===== config.mk =====
export PLATFORM = sky130hd
export DESIGN_NAME = four_channel_servo_slew_limiter
export DESIGN_NICKNAME = d
export VERILOG_FILES = /design/src/ssl_pkg.sv /design/src/four_channel_servo_slew_limiter.sv /design/src/ssl_ram.sv
export VERILOG_INCLUDE_DIRS = /design/src /design/src/src
export SDC_FILE = /design/constraint.sdc
export NUM_CORES = 1
export LEC_CHECK = 0
export ABC_AREA = 1
export BUFFER_PORTS_ARGS = -buffer_cell sky130_fd_sc_hd__buf_2
export CORE_MARGIN = 10
export CORE_UTILIZATION = 40
export DETAILED_ROUTE_END_ITERATION = 6
export PLACE_DENSITY = 0.67
export SYNTH_ARGS = -nofsm -noshare
export SYNTH_HDL_FRONTEND = slang
export SYNTH_SLANG_ARGS = --single-unit
export TNS_END_PERCENT = 20

===== constraint.sdc =====
create_clock -name clk -period 20.5 [get_ports clk]
set_clock_uncertainty 0.1 [all_clocks]
set_input_delay 3.075 -clock clk [delete_from_list [all_inputs] [get_ports clk]]
set_output_delay 3.075 -clock clk [all_outputs]
set_load 0.1 [all_outputs]

===== src/four_channel_servo_slew_limiter_defines.svh =====
// Assertion macros for the servo slew limiter.
`ifndef FOUR_CHANNEL_SERVO_SLEW_LIMITER_DEFINES_SVH
`define FOUR_CHANNEL_SERVO_SLEW_LIMITER_DEFINES_SVH

// Check a property on every clock edge outside reset.
`define SSL_ASSERT(lbl, prop, msg) \
    lbl: assert property (@(posedge clk) disable iff (!rst_n) prop) else $error(msg);

// Check a property on every clock edge, reset included.
`define SSL_ASSERT_ALWAYS(lbl, prop, msg) \
    lbl: assert property (@(posedge clk) prop) else $error(msg);

`endif


===== src/ssl_pkg.sv =====
package ssl_pkg;

    localparam int NCH        = 4;
    localparam int CH_W       = 2;
    localparam int STEP_W     = 12;
    localparam int TV_W       = 12;
    localparam int PWM_W      = 12;
    localparam int DATA_W     = 32;
    localparam int ADDR_W     = 4;
    localparam int PWM_OFFSET = 500;
    localparam int PWM_NUM    = 25;
    localparam int STEP_RESET = 32;

    localparam logic [NCH-1:0][7:0] RESET_DEG = {8'd45, 8'd90, 8'd25, 8'd90};

    typedef enum logic
    {
        CMD_SET_TARGET = 1'b0,
        CMD_TICK       = 1'b1
    } cmd_t;

    typedef enum logic [CH_W-1:0]
    {
        CH_BASE    = 2'd0,
        CH_ELBOW   = 2'd1,
        CH_WRIST   = 2'd2,
        CH_GRIPPER = 2'd3
    } ch_t;

    typedef struct packed
    {
        logic [PWM_W-1:0] pwm_base;
        logic [PWM_W-1:0] pwm_elbow;
        logic [PWM_W-1:0] pwm_wrist;
        logic [PWM_W-1:0] pwm_gripper;
        logic             all_at_target;
    } result_t;

endpackage


===== src/four_channel_servo_slew_limiter.sv =====
// Four-channel servo slew limiter. Each request either sets one channel's target angle
// (saturated to 180 degrees) or is a control tick that moves every channel toward its
// target by its step register, snapping inside half a degree and never overshooting.
// Every request returns the four PWM compare values and an all-at-target flag. Angles
// and targets live in a four-entry state RAM that one sweep reads, updates and writes
// back one channel per cycle. A new request is taken once the previous sweep reaches
// its last channel, and only while fewer than two requests await their result. Step
// registers sit on the APB port at byte addresses 0, 4, 8 and 12.
module four_channel_servo_slew_limiter
    import ssl_pkg::*;
#(
    parameter int ANGLE_FRAC_BITS = 4
)
(
    input  logic              clk,
    input  logic              rst_n,
    input  logic              psel,
    input  logic              penable,
    input  logic              pwrite,
    input  logic [ADDR_W-1:0] paddr,
    input  logic [DATA_W-1:0] pwdata,
    output logic [DATA_W-1:0] prdata,
    output logic              pready,
    input  logic              in_valid,
    output logic              in_ready,
    input  logic              cmd,
    input  logic [CH_W-1:0]   channel,
    input  logic [TV_W-1:0]   target_value,
    output logic              out_valid,
    input  logic              out_ready,
    output logic [PWM_W-1:0]  pwm_base,
    output logic [PWM_W-1:0]  pwm_elbow,
    output logic [PWM_W-1:0]  pwm_wrist,
    output logic [PWM_W-1:0]  pwm_gripper,
    output logic              all_at_target
);

    `include "four_channel_servo_slew_limiter_defines.svh"

    localparam int ONE_DEG   = 1 << ANGLE_FRAC_BITS;
    localparam int MAX_ANGLE = 180 * ONE_DEG;
    localparam int SNAP_BAND = ONE_DEG / 2;
    localparam int AT_BAND   = 3 * ONE_DEG / 2;
    localparam int AW        = $clog2(MAX_ANGLE + 1);
    localparam int DW        = (AW > STEP_W) ? AW : STEP_W;
    localparam int PROD_W    = AW + 5;
    localparam int ENT_W     = 2 * AW;

    logic [STEP_W-1:0] step_base_reg;
    logic [STEP_W-1:0] step_elbow_reg;
    logic [STEP_W-1:0] step_wrist_reg;
    logic [STEP_W-1:0] step_gripper_reg;
    logic              cfg_wr;
    ch_t               cfg_idx;

    logic              act_reg;
    logic [CH_W-1:0]   ph_reg;
    logic              cmd_reg;
    logic [CH_W-1:0]   ch_reg;
    logic [AW-1:0]     tv_reg;
    logic [1:0]        cnt_reg;
    logic [1:0]        cnt_next;
    logic [NCH-1:0]    ent_valid_reg;

    logic              s2_valid_reg;
    logic              s2_last_reg;
    logic              s2_init_reg;
    logic [CH_W-1:0]   s2_ch_reg;
    logic              s2_cmd_reg;
    logic [CH_W-1:0]   s2_wch_reg;
    logic [AW-1:0]     s2_tv_reg;

    logic [PWM_W-1:0]  pwm_acc_reg [NCH];
    logic              all_acc_reg;

    result_t           out_reg;
    logic              out_valid_reg;
    result_t           hold_reg;
    logic              hold_valid_reg;

    logic              in_fire;
    logic              out_fire;
    logic              slot_free;
    logic [DW-1:0]     tv_ext;
    logic [AW-1:0]     tv_sat;

    logic [ENT_W-1:0]  ram_q;
    logic [ENT_W-1:0]  ram_d;
    logic [AW-1:0]     rst_ang;
    logic [AW-1:0]     cur;
    logic [AW-1:0]     tgt;
    logic [AW-1:0]     err;
    logic [STEP_W-1:0] step_sel;
    logic [DW-1:0]     step_lim;
    logic [AW-1:0]     cur_new;
    logic [AW-1:0]     tgt_new;
    logic [AW-1:0]     err_new;
    logic [PROD_W-1:0] prod;
    logic [PWM_W-1:0]  pwm_new;
    logic              at_ok;
    logic              done;
    result_t           res;

    // configuration port
    assign pready  = 1'b1;
    assign cfg_wr  = psel && penable && pwrite;
    assign cfg_idx = ch_t'(paddr[ADDR_W-1:2]);

    always_ff @(posedge clk or negedge rst_n)
    begin
        if (!rst_n)
        begin
            step_base_reg    <= STEP_W'(STEP_RESET);
            step_elbow_reg   <= STEP_W'(STEP_RESET);
            step_wrist_reg   <= STEP_W'(STEP_RESET);
            step_gripper_reg <= STEP_W'(STEP_RESET);
        end
        else if (cfg_wr)
        begin
            case (cfg_idx)
                CH_BASE:    step_base_reg    <= pwdata[STEP_W-1:0];
                CH_ELBOW:   step_elbow_reg   <= pwdata[STEP_W-1:0];
                CH_WRIST:   step_wrist_reg   <= pwdata[STEP_W-1:0];
                CH_GRIPPER: step_gripper_reg <= pwdata[STEP_W-1:0];
                default:    step_base_reg    <= step_base_reg;
            endcase
        end
    end

    always_comb
    begin
        case (cfg_idx)
            CH_BASE:    prdata = DATA_W'(step_base_reg);
            CH_ELBOW:   prdata = DATA_W'(step_elbow_reg);
            CH_WRIST:   prdata = DATA_W'(step_wrist_reg);
            CH_GRIPPER: prdata = DATA_W'(step_gripper_reg);
            default:    prdata = '0;
        endcase
    end

    // request intake and sweep sequencer
    assign slot_free = !act_reg || (ph_reg == CH_W'(CH_GRIPPER));
    assign in_ready  = slot_free && (cnt_reg < 2'd2);
    assign in_fire   = in_valid && in_ready;
    assign out_fire  = out_valid_reg && out_ready;
    assign tv_ext    = DW'(target_value);
    assign tv_sat    = (tv_ext > DW'(MAX_ANGLE)) ? AW'(MAX_ANGLE) : AW'(tv_ext);

    always_comb
    begin
        cnt_next = cnt_reg;
        if (in_fire && !out_fire)
        begin
            cnt_next = cnt_reg + 2'd1;
        end
        else if (!in_fire && out_fire)
        begin
            cnt_next = cnt_reg - 2'd1;
        end
    end

    always_ff @(posedge clk or negedge rst_n)
    begin
        if (!rst_n)
        begin
            act_reg <= 1'b0;
            ph_reg  <= '0;
            cnt_reg <= '0;
        end
        else
        begin
            cnt_reg <= cnt_next;
            if (in_fire)
            begin
                act_reg <= 1'b1;
                ph_reg  <= '0;
            end
            else if (act_reg)
            begin
                act_reg <= (ph_reg != CH_W'(CH_GRIPPER));
                ph_reg  <= ph_reg + CH_W'(1);
            end
        end
    end

    always_ff @(posedge clk)
    begin
        if (in_fire)
        begin
            cmd_reg <= cmd;
            ch_reg  <= channel;
            tv_reg  <= tv_sat;
        end
    end

    // state RAM: {current, target} per channel
    ssl_ram
    #(
        .WIDTH (ENT_W),
        .DEPTH (NCH)
    )
    u_state_ram
    (
        .clk   (clk),
        .we    (s2_valid_reg),
        .waddr (s2_ch_reg),
        .wdata (ram_d),
        .raddr (ph_reg),
        .rdata (ram_q)
    );

    always_ff @(posedge clk or negedge rst_n)
    begin
        if (!rst_n)
        begin
            s2_valid_reg  <= 1'b0;
            ent_valid_reg <= '0;
        end
        else
        begin
            s2_valid_reg <= act_reg;
            if (s2_valid_reg)
            begin
                ent_valid_reg[s2_ch_reg] <= 1'b1;
            end
        end
    end

    always_ff @(posedge clk)
    begin
        s2_last_reg <= (ph_reg == CH_W'(CH_GRIPPER));
        s2_init_reg <= !ent_valid_reg[ph_reg];
        s2_ch_reg   <= ph_reg;
        s2_cmd_reg  <= cmd_reg;
        s2_wch_reg  <= ch_reg;
        s2_tv_reg   <= tv_reg;
    end

    // update one channel
    always_comb
    begin
        case (ch_t'(s2_ch_reg))
            CH_BASE:    step_sel = step_base_reg;
            CH_ELBOW:   step_sel = step_elbow_reg;
            CH_WRIST:   step_sel = step_wrist_reg;
            CH_GRIPPER: step_sel = step_gripper_reg;
            default:    step_sel = '0;
        endcase
    end

    assign rst_ang = AW'(RESET_DEG[s2_ch_reg] * ONE_DEG);
    assign cur     = s2_init_reg ? rst_ang : ram_q[ENT_W-1:AW];
    assign tgt     = s2_init_reg ? rst_ang : ram_q[AW-1:0];
    assign err     = (tgt > cur) ? (tgt - cur) : (cur - tgt);

    always_comb
    begin
        cur_new  = cur;
        tgt_new  = tgt;
        step_lim = DW'(step_sel);
        if (DW'(err) < step_lim)
        begin
            step_lim = DW'(err);
        end
        if (s2_cmd_reg == CMD_SET_TARGET)
        begin
            if (s2_wch_reg == s2_ch_reg)
            begin
                tgt_new = s2_tv_reg;
            end
        end
        else if (err < AW'(SNAP_BAND))
        begin
            cur_new = tgt;
        end
        else if (tgt > cur)
        begin
            cur_new = cur + AW'(step_lim);
        end
        else
        begin
            cur_new = cur - AW'(step_lim);
        end
    end

    assign ram_d   = {cur_new, tgt_new};
    assign err_new = (tgt_new > cur_new) ? (tgt_new - cur_new) : (cur_new - tgt_new);
    assign at_ok   = (DW'(err_new) < DW'(AT_BAND));
    assign prod    = PROD_W'(cur_new) * PROD_W'(PWM_NUM);
    assign pwm_new = PWM_W'(PWM_OFFSET) + PWM_W'(prod >> (ANGLE_FRAC_BITS + 1));

    always_ff @(posedge clk)
    begin
        if (s2_valid_reg)
        begin
            pwm_acc_reg[s2_ch_reg] <= pwm_new;
            all_acc_reg <= (s2_ch_reg == CH_W'(CH_BASE)) ? at_ok : (all_acc_reg && at_ok);
        end
    end

    assign done              = s2_valid_reg && s2_last_reg;
    assign res.pwm_base      = pwm_acc_reg[CH_BASE];
    assign res.pwm_elbow     = pwm_acc_reg[CH_ELBOW];
    assign res.pwm_wrist     = pwm_acc_reg[CH_WRIST];
    assign res.pwm_gripper   = pwm_new;
    assign res.all_at_target = all_acc_reg && at_ok;

    // output register with one hold slot
    always_ff @(posedge clk or negedge rst_n)
    begin
        if (!rst_n)
        begin
            out_valid_reg  <= 1'b0;
            hold_valid_reg <= 1'b0;
        end
        else if (out_fire)
        begin
            if (hold_valid_reg)
            begin
                hold_valid_reg <= 1'b0;
            end
            else
            begin
                out_valid_reg <= done;
            end
        end
        else if (done)
        begin
            if (out_valid_reg)
            begin
                hold_valid_reg <= 1'b1;
            end
            else
            begin
                out_valid_reg <= 1'b1;
            end
        end
    end

    always_ff @(posedge clk)
    begin
        if (out_fire)
        begin
            out_reg <= hold_valid_reg ? hold_reg : res;
        end
        else if (done)
        begin
            if (out_valid_reg)
            begin
                hold_reg <= res;
            end
            else
            begin
                out_reg <= res;
            end
        end
    end

    assign out_valid     = out_valid_reg;
    assign pwm_base      = out_reg.pwm_base;
    assign pwm_elbow     = out_reg.pwm_elbow;
    assign pwm_wrist     = out_reg.pwm_wrist;
    assign pwm_gripper   = out_reg.pwm_gripper;
    assign all_at_target = out_reg.all_at_target;

    `SSL_ASSERT(a_cnt_bound, (cnt_reg != 2'd3), "request count out of range")
    `SSL_ASSERT(a_hold_order, (hold_valid_reg |-> out_valid_reg), "hold slot filled ahead of output")
    `SSL_ASSERT(a_sweep_start, (in_fire |=> (act_reg && ph_reg == CH_W'(CH_BASE))), "sweep did not start")
    `SSL_ASSERT(a_done_owned, (done |-> (cnt_reg != 2'd0)), "result with no request in flight")
    `SSL_ASSERT(a_hold_no_done, (hold_valid_reg |-> !done), "result completed with both slots full")

endmodule


===== src/ssl_ram.sv =====
module ssl_ram
#(
    parameter int WIDTH = 24,
    parameter int DEPTH = 4
)
(
    input  logic                     clk,
    input  logic                     we,
    input  logic [$clog2(DEPTH)-1:0] waddr,
    input  logic [WIDTH-1:0]         wdata,
    input  logic [$clog2(DEPTH)-1:0] raddr,
    output logic [WIDTH-1:0]         rdata
);

    logic [WIDTH-1:0] mem [DEPTH];

    always_ff @(posedge clk)
    begin
        if (we)
        begin
            mem[waddr] <= wdata;
        end
        rdata <= mem[raddr];
    end

endmodule

==> results of run 1 <==
stage by stage:
stage,worst slack [ns],cells
2_1_floorplan,11.26,2018
5_1_grt,7.246,2717
6_report,8.362,2717
3_3_place_gp,8.627,2649
3_5_place_dp,8.551,2649
4_1_cts,8.481,2717
Yosys cell counts, types with 6 or more instances:
| cell type | number |
|---|---|
| buf_2 | 7 |
| ha_1 | 112 |
| nand2_2 | 8 |
| o21ai_1 | 10 |
| dfxtp_1 | 43 |
| xnor2_1 | 17 |
| inv_1 | 243 |
| buf_4 | 22 |
| inv_2 | 6 |
| xor2_1 | 28 |
| nor4_1 | 6 |
| o22ai_1 | 24 |
| edfxtp_1 | 246 |
| dfrtp_1 | 56 |
| o2111ai_1 | 9 |
| nand2_1 | 540 |
| nor2_1 | 131 |
| o21ai_0 | 180 |
| or2_2 | 6 |
| nand4_1 | 27 |
| nand3_1 | 74 |
| a21oi_1 | 70 |
| a31oi_1 | 8 |
| clkbuf_1 | 49 |
| o21bai_1 | 10 |
| fa_1 | 10 |
cell type report:
cell class                 count  area [sq um]
clock buffer                  52          1075
inverter                     252         948.4
timing repair buffer         113         603.1
sequential                   349          9754
tap                          600         750.7
fill                        4327         24700
clock inverter                16         203.9
multi-input combinational   1335          7345
critical path: cells and delay by family, from the launching register on:
kind / cells / cell delay (ns)
buf+inv: 9 / 1.71
fa+ha+maj: 5 / 1.84
xor+xnor: 1 / 0.13
simple gates: 24 / 4.39
compound gates: 14 / 3.22
flops: 1 / 0.52
metal layers:
metal  wire length (um)  GRT usage, %  up-vias  share of wire, %
li1                   -             -     6771                 -
met3               2734         2.369       66               6.2
met5                  0             0        -                 0
met2              21180         27.10      409                48
met4               1060         5.221        0               2.4
met1              19290         20.60     6535                44
worst min path at each step:
stage | from | endpoint | slack (ns) | cells past startpoint
3_5_place_dp | tv_reg[6] | s2_tv_reg[6] | 0.23 | 0
5_1_grt | tv_reg[0] | s2_tv_reg[0] | 0.25 | 0
3_3_place_gp | cmd_reg | s2_cmd_reg | 0.23 | 0
6_report | tv_reg[6] | s2_tv_reg[6] | 0.23 | 0
4_1_cts | tv_reg[6] | s2_tv_reg[6] | 0.24 | 0
2_1_floorplan | cmd_reg | s2_cmd_reg | 0.22 | 0
cell usage in the layout, fill, tap and decap left out, types with 24 or more instances in the layout:
master / count
nand4_1: 27
nand2_1: 540
inv_1: 242
o21ai_0: 179
nor2_1: 125
buf_2: 98
xor2_1: 28
a21oi_1: 70
nand3_1: 74
clkbuf_16: 39
dfxtp_1: 43
dfrtp_1: 56
o22ai_1: 24
ha_1: 112
edfxtp_1: 246
cells by family after synthesis:
| kind of cell | after synthesis | synth area share (%) |
|---|---|---|
| simple gates | 818 | 18.56 |
| compound gates | 327 | 9.742 |
| mux | 1 | 0.05462 |
| fa+ha+maj | 122 | 8.738 |
| buf+inv | 334 | 7.400 |
| xor+xnor | 46 | 2.239 |
| flops | 349 | 53.22 |
| other cells | 2 | 0.04098 |
==> flow_metrics.py, run 1 <==
metrics = {
    "outcome": {
        "status": "finished clean",
    },
    "drt": {
        "drtPass1Iterations": 6,
        "drc": 0,
        "wl_per_cell_um": 16.29,
        "ant_nets": 0,
        "drt_iter0_drc": 1236,
        "num_vias": 13780,
        "detail_route.vias_per_cell": 5.072,
        "wl_mm": 44.27,
    },
    "worst_setup_path": {
        "cp_data_arrival_time_ns": 12.43,
        "rr_worst_depth": 53,
        "startpoint_type": "flip-flop",
        "reg2reg_to": "all_at_target",
        "startpoint": "s2_ch_reg[0]",
        "critical-path-slowest-cell": "a31oi_1",
        "crit_type": "flip-flop to flip-flop",
        "cp-end-kind": "flip-flop",
        "r2r_start": "s2_ch_reg[0]",
        "r2r_setup_slack_ns": 8.36,
        "crit_path_end": "all_at_target",
        "critPathRequiredTime_ns": 20.79,
        "slowest_delay_ns": 0.69,
        "cp_common_cell": "nand2_1",
        "cp_max_fo": 20,
    },
    "timing": {
        "hold_viol_final": 0,
        "hold_ws_ns": 0.2348,
        "finalCritPeriodShare_pct": 59.21,
        "setup_tns_ns": 0,
        "tightest_slew_ns": 1.203,
        "fin_crit_ns": 12.14,
        "rsz0062_at_grt": "false",
        "maxSlewHeadroom_pct": 18.97,
        "setup_viol": 0,
        "final_max_slew_viol_count": 0,
        "max_freq_mhz": 82.39,
    },
    "global_routing": {
        "grt_max_degree": 61,
        "antenna_found_initial": 0,
        "grt_pass1_vias": 13340,
        "grt_pass1_wl_mm": 69.92,
        "grt_util_all_layers_pct": 15.98,
        "overflow": 0,
    },
    "yosys": {
        "async_flop_share_pct": 17.19,
        "netlist.area_leader.share_pct": 40.31,
        "synth_warnings": 0,
        "synth-seq-cells": 349,
        "netlist_instances": 1999,
        "synth_area_leaders": "edfxtp_1, nand2_1, dfrtp_1",
        "ys.flop_type": "edfxtp_1",
        "synth_edf_count": 246,
        "yosysTopAreaCell": "edfxtp_1",
        "synth_area_sq_um": 18330,
        "syn_avg_cell_area_sq_um": 9.168,
        "synth_cell_type_count": 56,
        "yosysSeqAreaShare_pct": 53.22,
    },
    "cts": {
        "cts_tree": "built",
        "clock_path_buffers": 3,
        "hold_buffers": 0,
        "numCtsBuffers": 37,
        "clock-sinks": 349,
        "clkTransAtPathRegs_ns": 0.06,
        "cts_setup_buffers": 0,
        "cts_root_buffer": "clkbuf_16",
        "cts.repair.resized": 0,
        "htree_num_levels": 2,
        "clk_latency_ns": 0.56,
    },
    "floorplanning": {
        "die_x_um": 234.1,
        "dieArea_sq_um": 54780,
        "initial_utilization_pct": 40.39,
        "core_sq_um": 45380,
        "ioPinCount": 142,
        "die_y_um": 234.1,
        "row_count": 78,
    },
    "placement": {
        "port_buffers": 98,
        "dp_hpwl_mm": 31.72,
        "place_congestion": 0.9054,
        "place_area_sq_um": 19400,
    },
    "final_layout": {
        "final_nets": 2268,
        "largest_reg_flops": 96,
        "antenna_cells": 0,
        "finish.instance_area_sq_um": 20680,
        "layout-drive-gt1-share_pct": 10.44,
        "syn_to_final_growth_pct": 12.83,
        "utilization_pct": 45.57,
    },
    "min_path": {
        "hp-class": "flip-flop to flip-flop",
    },
    "job": {
        "maxCapViolCount": 0,
    },
}
Power of run 1 is not shown: default switching activity piles up to over one toggle a cycle in this logic, so the estimate is an artifact.
==> run 2: changes to the inputs <==
- PLACE_DENSITY: 0.67 -> 0.69
- clock period: 20.5 -> 10.5 ns (I/O delays scaled with it)
==> flow_metrics.py, run 2 (synthesis results as in run 1) <==
metrics = {
    "timing": {
        "tightest_slew_ns": 1.085,
        "setup_tns_ns": 0,
        "fin_crit_ns": 9.574,
        "setup_viol": 0,
        "final_max_slew_viol_count": 0,
        "max_freq_mhz": 104.4,
        "hold_viol_final": 0,
        "maxSlewHeadroom_pct": 27.66,
        "finalCritPeriodShare_pct": 91.18,
        "rsz0062_at_grt": "false",
        "setup_ws_ns": 0.9257,
    },
    "global_routing": {
        "grt_busiest_layer": "met2",
        "overflow": 0,
        "antenna_found_initial": 0,
        "grt_util_all_layers_pct": 15.82,
        "grt_pass1_vias": 13430,
        "grt_pass1_wl_mm": 69.40,
        "grt_use_met2_pct": 26.89,
        "grt_max_degree": 61,
        "grtUsageMet3_pct": 2.731,
        "use_met1_pct": 19.80,
    },
    "placement": {
        "pre_cts_ws_ns": 0.5860,
        "dp_hpwl_mm": 32.41,
        "place_congestion": 0.9342,
        "dp_cells": 2686,
        "port_buffers": 98,
    },
    "worst_setup_path": {
        "crit_type": "flip-flop to flip-flop",
        "cp_common_cell": "inv_1",
        "r2r_start": "s2_ch_reg[1]",
        "critPathRequiredTime_ns": 10.70,
        "cp_data_arrival_time_ns": 9.77,
        "cp_max_fo": 13,
        "slowest_delay_ns": 0.51,
        "startpoint": "s2_ch_reg[1]",
        "startpoint_type": "flip-flop",
        "critical-path-slowest-cell": "fa_1",
        "cp-end-kind": "flip-flop",
    },
    "floorplanning": {
        "ioPinCount": 142,
        "die_y_um": 234.1,
        "row_count": 78,
        "core_sq_um": 45380,
        "die_x_um": 234.1,
        "initial_utilization_pct": 40.39,
        "dieArea_sq_um": 54780,
    },
    "min_path": {
        "min_from": "tv_reg[6]",
        "hp-class": "flip-flop to flip-flop",
    },
    "outcome": {
        "status": "finished clean",
    },
    "drt": {
        "num_vias": 13960,
        "detail_route.vias_per_cell": 5.069,
        "wl_per_cell_um": 16.18,
        "ant_nets": 0,
        "drc": 0,
        "drtPass1Iterations": 5,
        "drt_iter0_drc": 1078,
        "wl_mm": 44.58,
    },
    "final_layout": {
        "final_cell_mix": "nand2_1, edfxtp_1, inv_1",
        "layout-drive-gt1-share_pct": 12.39,
        "utilization_pct": 46.08,
        "largest_reg_flops": 96,
        "instances_no_fill": 2755,
        "final_nets": 2307,
        "layout_commonest_cell": "nand2_1",
        "antenna_cells": 0,
        "syn_to_final_growth_pct": 14.10,
    },
    "cts": {
        "clock_path_buffers": 3,
        "cts_tree": "built",
        "clk_latency_ns": 0.55,
        "numCtsBuffers": 36,
        "cts_root_buffer": "clkbuf_16",
        "htree_num_levels": 2,
        "clkTransAtPathRegs_ns": 0.06,
        "hold_buffers": 0,
        "clock-sinks": 349,
    },
    "job": {
        "maxCapViolCount": 0,
    },
}
==> run 2: cell types whose count changed in the layout (fill, tap and decap cells not counted), moves of 3 or more <==
cell       before  now
buf_4          15   53
o21ai_0       179  172
bufinv_16       4    0
o21ai_2         0    4
clkinv_1        5    8
nand2_1       540  537
nand2_2         8   11
o21ai_1        10   13
==> run 2: final timing paths <==
kind                            depth (start not counted)  slack [ns]                   to
worst max-delay path                                   56        0.93      pwm_gripper[11]
worst min-delay path                                    0        0.22         s2_tv_reg[6]
worst max register to register                         56        0.93      pwm_gripper[11]
worst min register to register                          0        0.22         s2_tv_reg[6]
max in group asynchronous                               2        8.66  step_gripper_reg[6]
min in group asynchronous                               2        1.08            out_valid
==> run 2: layout make-up <==
class | count | area, sq um
Sequential cell | 349 | 9756
Multi-Input combinational cell | 1335 | 7402
Clock buffer | 50 | 1026
Clock inverter | 16 | 97.59
Fill cell | 4219 | 24470
Timing Repair Buffer | 153 | 928.4
Tap cell | 600 | 750.7
Inverter | 252 | 950.9
==> run 2: worst max-delay path, delay by kind of cell (launching register included) <==
family,cells,cell delay [ns]
adders and majority gates,8,2.77
AOI/OAI and AO/OA,14,2.42
and+or+nand+nor,19,2.26
buffers and inverters,14,1.17
DFF,1,0.37
xor gates and xnor gates,1,0.21
==> run 2: routing by layer <==
| metal | wire (um) | vias to the layer above |
|---|---|---|
| met2 | 21550 | 445 |
| met4 | 1192 | 0 |
| li1 | - | 6855 |
| met3 | 2857 | 86 |
| met5 | 0 | - |
| met1 | 18980 | 6578 |
==> run 2: metrics by stage <==
stage / hold WS, ns / instance area, sq um
6_report: 0.2248 / 20910
2_1_floorplan: 0.2233 / 18400
5_1_grt: 0.2359 / 20910
3_5_place_dp: 0.2269 / 19700
3_3_place_gp: 0.2255 / 19700
4_1_cts: 0.2314 / 20830
==> run 2: what timing repair did <==
action / CTS / global route
buffers inserted: 0 / 3
gates resized for setup: 0 / 23
endpoints found under the setup margin: 0 / 26
Power of run 2 is left out for the same reason.
